<file path="src/rtl/ufe_ram.sv">
// generic single-write, single-read ram with registered read data
// no dependencies
`timescale 1ns / 1ps
`default_nettype none

module ufe_ram #(
  parameter int WIDTH = 8,
  parameter int DEPTH = 256
) (
  input  wire logic                     clk,
  input  wire logic                     wr_en,
  input  wire logic [$clog2(DEPTH)-1:0] wr_addr,
  input  wire logic [WIDTH-1:0]         wr_data,
  input  wire logic [$clog2(DEPTH)-1:0] rd_addr,
  output logic      [WIDTH-1:0]         rd_data
);

  logic [WIDTH-1:0] mem [DEPTH];
  logic [WIDTH-1:0] rd_data_r;

  always_ff @(posedge clk) begin
    if (wr_en) begin
      mem[wr_addr] <= wr_data;
    end
    rd_data_r <= mem[rd_addr];
  end

  assign rd_data = rd_data_r;

endmodule

`default_nettype wire

</file>
<file path="config.mk">
export PLATFORM = sky130hd
export DESIGN_NAME = ufe_ram
export DESIGN_NICKNAME = d
export VERILOG_FILES = /design/src/rtl/ufe_ram.sv
export SDC_FILE = /design/constraint.sdc
export NUM_CORES = 2
export LEC_CHECK = 0
export BUFFER_PORTS_ARGS = -buffer_cell sky130_fd_sc_hd__buf_2
export CAP_MARGIN = 15
export CORE_AREA = 2 2 480 482
export CTS_CLUSTER_DIAMETER = 50
export DETAILED_ROUTE_END_ITERATION = 8
export DIE_AREA = 0 0 482 484
export SYNTH_ARGS = -nofsm -noshare
export SYNTH_HDL_FRONTEND = slang
export SYNTH_SLANG_ARGS = --single-unit
</file>
<file path="constraint.sdc">
create_clock -name clk -period 3.75 [get_ports clk]
set_input_delay 0.375 -clock clk [delete_from_list [all_inputs] [get_ports clk]]
set_output_delay 0.375 -clock clk [all_outputs]
set_load 0.05 [all_outputs]
</file>
==> metrics.yaml <==
outcome:
  status: "complete, no violations"
global_routing:
  antenna_found_initial: 15
  grt_pass1_wl_um: 292000
  grt_max_degree: 135
  overflow: 0
  grt_pass1_vias: 39600
  grt_use_total_pct: 17.3
sta:
  slew_viol_final: 0
  finalCritPeriodShare_pct: 75.4
  worst_slack_ps: 922
  setup_viol: 0
  fin_tns_setup_ps: 0
  fin_crit_ps: 2830
  slew_headroom_pct: 11.6
  hold_viol: 0
  max_freq_mhz: 354
  tightest_slew_ps: 1330
  skew_ps: 33.0
  grt_setup_unrepaired: "false"
setup_path:
  cp_num_buf_inv: 4
  cp_top_family: "buffers and inverters"
  rrSetupSlack_ps: 1130
  cp-start-kind: "input port"
  cpPeakStageDelay_ps: 730
  crit_slowest_cell: "nor4_1"
  critPathCaptureType: "flop"
  cp.arrival_ps: 3510
  crit_path_cell_trace: "buf_8 -> buf_12 -> buf_12 -> mux2i_1 -> o22ai_1 -> o21ai_0 -> nand3_1 -> nor4_1 -> buf_4 -> nor4_1"
  path_class: "in -> reg"
  crit_required_ps: 4430
  critPathMaxFanout: 43
floorplan:
  die-area_um2: 233000
  core_um2: 229000
  die_w_um: 482
  initial_core_util_pct: 34.8
  placementRows: 176
  die_height_um: 484
  ios: 34
synthesis:
  synth.avg_cell_area_um2: 21.3
  synth_area_leader_cell: "edfxtp_1"
  synth_top_area_share_pct: 77.3
  ys_ff_latch: 2056
  yosysSeqAreaShare_pct: 77.5
  syn_inst: 3733
  ys_types: 55
  synthArstFlopShare_pct: 0
  yosysWarnings: 0
  yosys-top-cells-area: "edfxtp_1, mux4_2, mux2i_1"
  synth_nets: 3759
  ys.flop_type: "edfxtp_1"
  synth_edf_count: 2048
  syn_area_um2: 79600
worst_hold_path:
  hold_path_class: "in -> reg"
cells_and_area:
  final_cell_mix: "edfxtp_1, mux4_2, buf_4"
  fill_cells: 20100
  finish.utilization_pct: 40.2
  flow.area_growth_from_synthesis_pct: 15.5
  drive_above_1_share_pct: 26.9
  nNetsFinal: 4110
  layout_commonest_cell: "edfxtp_1"
clocking:
  postCtsHoldBufs: 0
  clk_pin_slew_ps: 60
  numClockSinks: 2056
  clock_path_buffers: 3
  clk_latency_ps: 850
  post_cts_buffers: 0
  cts_tree: "built"
  ctsHtreeMaxLevel: 4
  cts_resized: 0
  clock-root-buffer: "clkbuf_16"
  numCtsBuffers: 212
route:
  firstDrtPassIters: 5
  vias_per_cell: 5.42
  drt-initial-drc-count: 4928
  postRouteAntennaNets: 0
  wl_per_cell_um: 28.0
  vias: 39500
  drt-total-wl_um: 204000
  drcViolationCount: 0
power:
  powerDensity_nw_per_um2: 525
  peakVddDrop_v: 0.000491
  power.leakage_uw: 0.0285
flow_run:
  maxCapViolCount: 0
placement:
  place_ws_ps: 155
  port_buffers: 33
  place_congestion: 0.832
  hpwlAfterDp_um: 128000
final timing paths:
kind | start | endpoint | depth (start not counted)
worst max-delay path | rd_addr[0] | rd_data[1]$_DFF_P_ | 10
worst min-delay path | wr_data[6] | mem[48][6]$_DFFE_PP_ | 1
worst max register to register | mem[55][1]$_DFFE_PP_ | rd_data[1]$_DFF_P_ | 7
worst min register to register | mem[1][0]$_DFFE_PP_ | rd_data[0]$_DFF_P_ | 6
cells in the mapped netlist (5+ instances only):
cell         n
nor2_1     282
nand4_1     10
o22ai_1     28
a22o_1       8
a211oi_1    16
and2_1       6
buf_4       27
edfxtp_1  2048
buf_6       21
buf_8       13
o21ai_0     10
clkbuf_1   111
buf_12       8
mux2i_1    134
o22a_1       5
a221oi_1    13
nand2b_1     8
mux4_2     454
nor4_1      24
dfxtp_1      8
buf_1       22
a22oi_1    133
nor2b_1     31
buf_2       31
nand3_1     34
o211ai_1    10
nor3_1      22
o221ai_1    46
nand2_1     33
a21oi_1     96
stage by stage:
stage	hold slack (ps)	instance area (um^2)	power (uW)	cells
floorplan	474	79600	27100	3733
global placement	895	85200	28300	6896
detailed placement	914	85200	28300	6896
CTS	20.4	91900	48600	7284
global route	37.2	91900	49500	7285
finish	22.6	91900	48200	7286
state kept, by name, summed over array words and instances (netlist names):
register / cells
mem: 2048
rd_data: 8
routing by layer:
| metal | track usage (%) | part of all wire, % | up-vias |
|---|---|---|---|
| met3 | 2.91 | 6.9 | 299 |
| met5 | 0 | 0.022 | - |
| met4 | 4.76 | 2.7 | 8 |
| met2 | 27.5 | 48 | 1527 |
| met1 | 24.5 | 42 | 21300 |
| li1 | - | - | 16400 |
final cells by class:
type	count	area (um^2)	area share [%]
Clock inverter	129	1120	1.22
Clock buffer	259	5590	6.08
Tap cell	3026	3790	4.12
Timing Repair Buffer	370	3210	3.50
Inverter	2	7.51	0.00817
Antenna cell	2	5.00	0.00545
Sequential cell	2056	61700	67.1
Multi-Input combinational cell	1442	16500	18.0
report_power, final:
part | leakage, uW | internal, uW | total (uW) | switching [uW]
sequential | 0.0185 | 25300 | 25400 | 58.5
clock | 0.00325 | 11600 | 20400 | 8840
combinational | 0.00682 | 845 | 2430 | 1580
total | 0.0285 | 37700 | 48200 | 10500
kinds of logic (layout without fill, tap and decap cells):
group	Yosys count	count (layout)	synth area share, %
simple gates	466	466	2.63
compound gates	385	385	3.42
buf+inv	235	760	1.83
other cells	0	2	0
flops	2056	2056	77.5
mux	591	591	14.6
(Power assumes the default switching activity.)
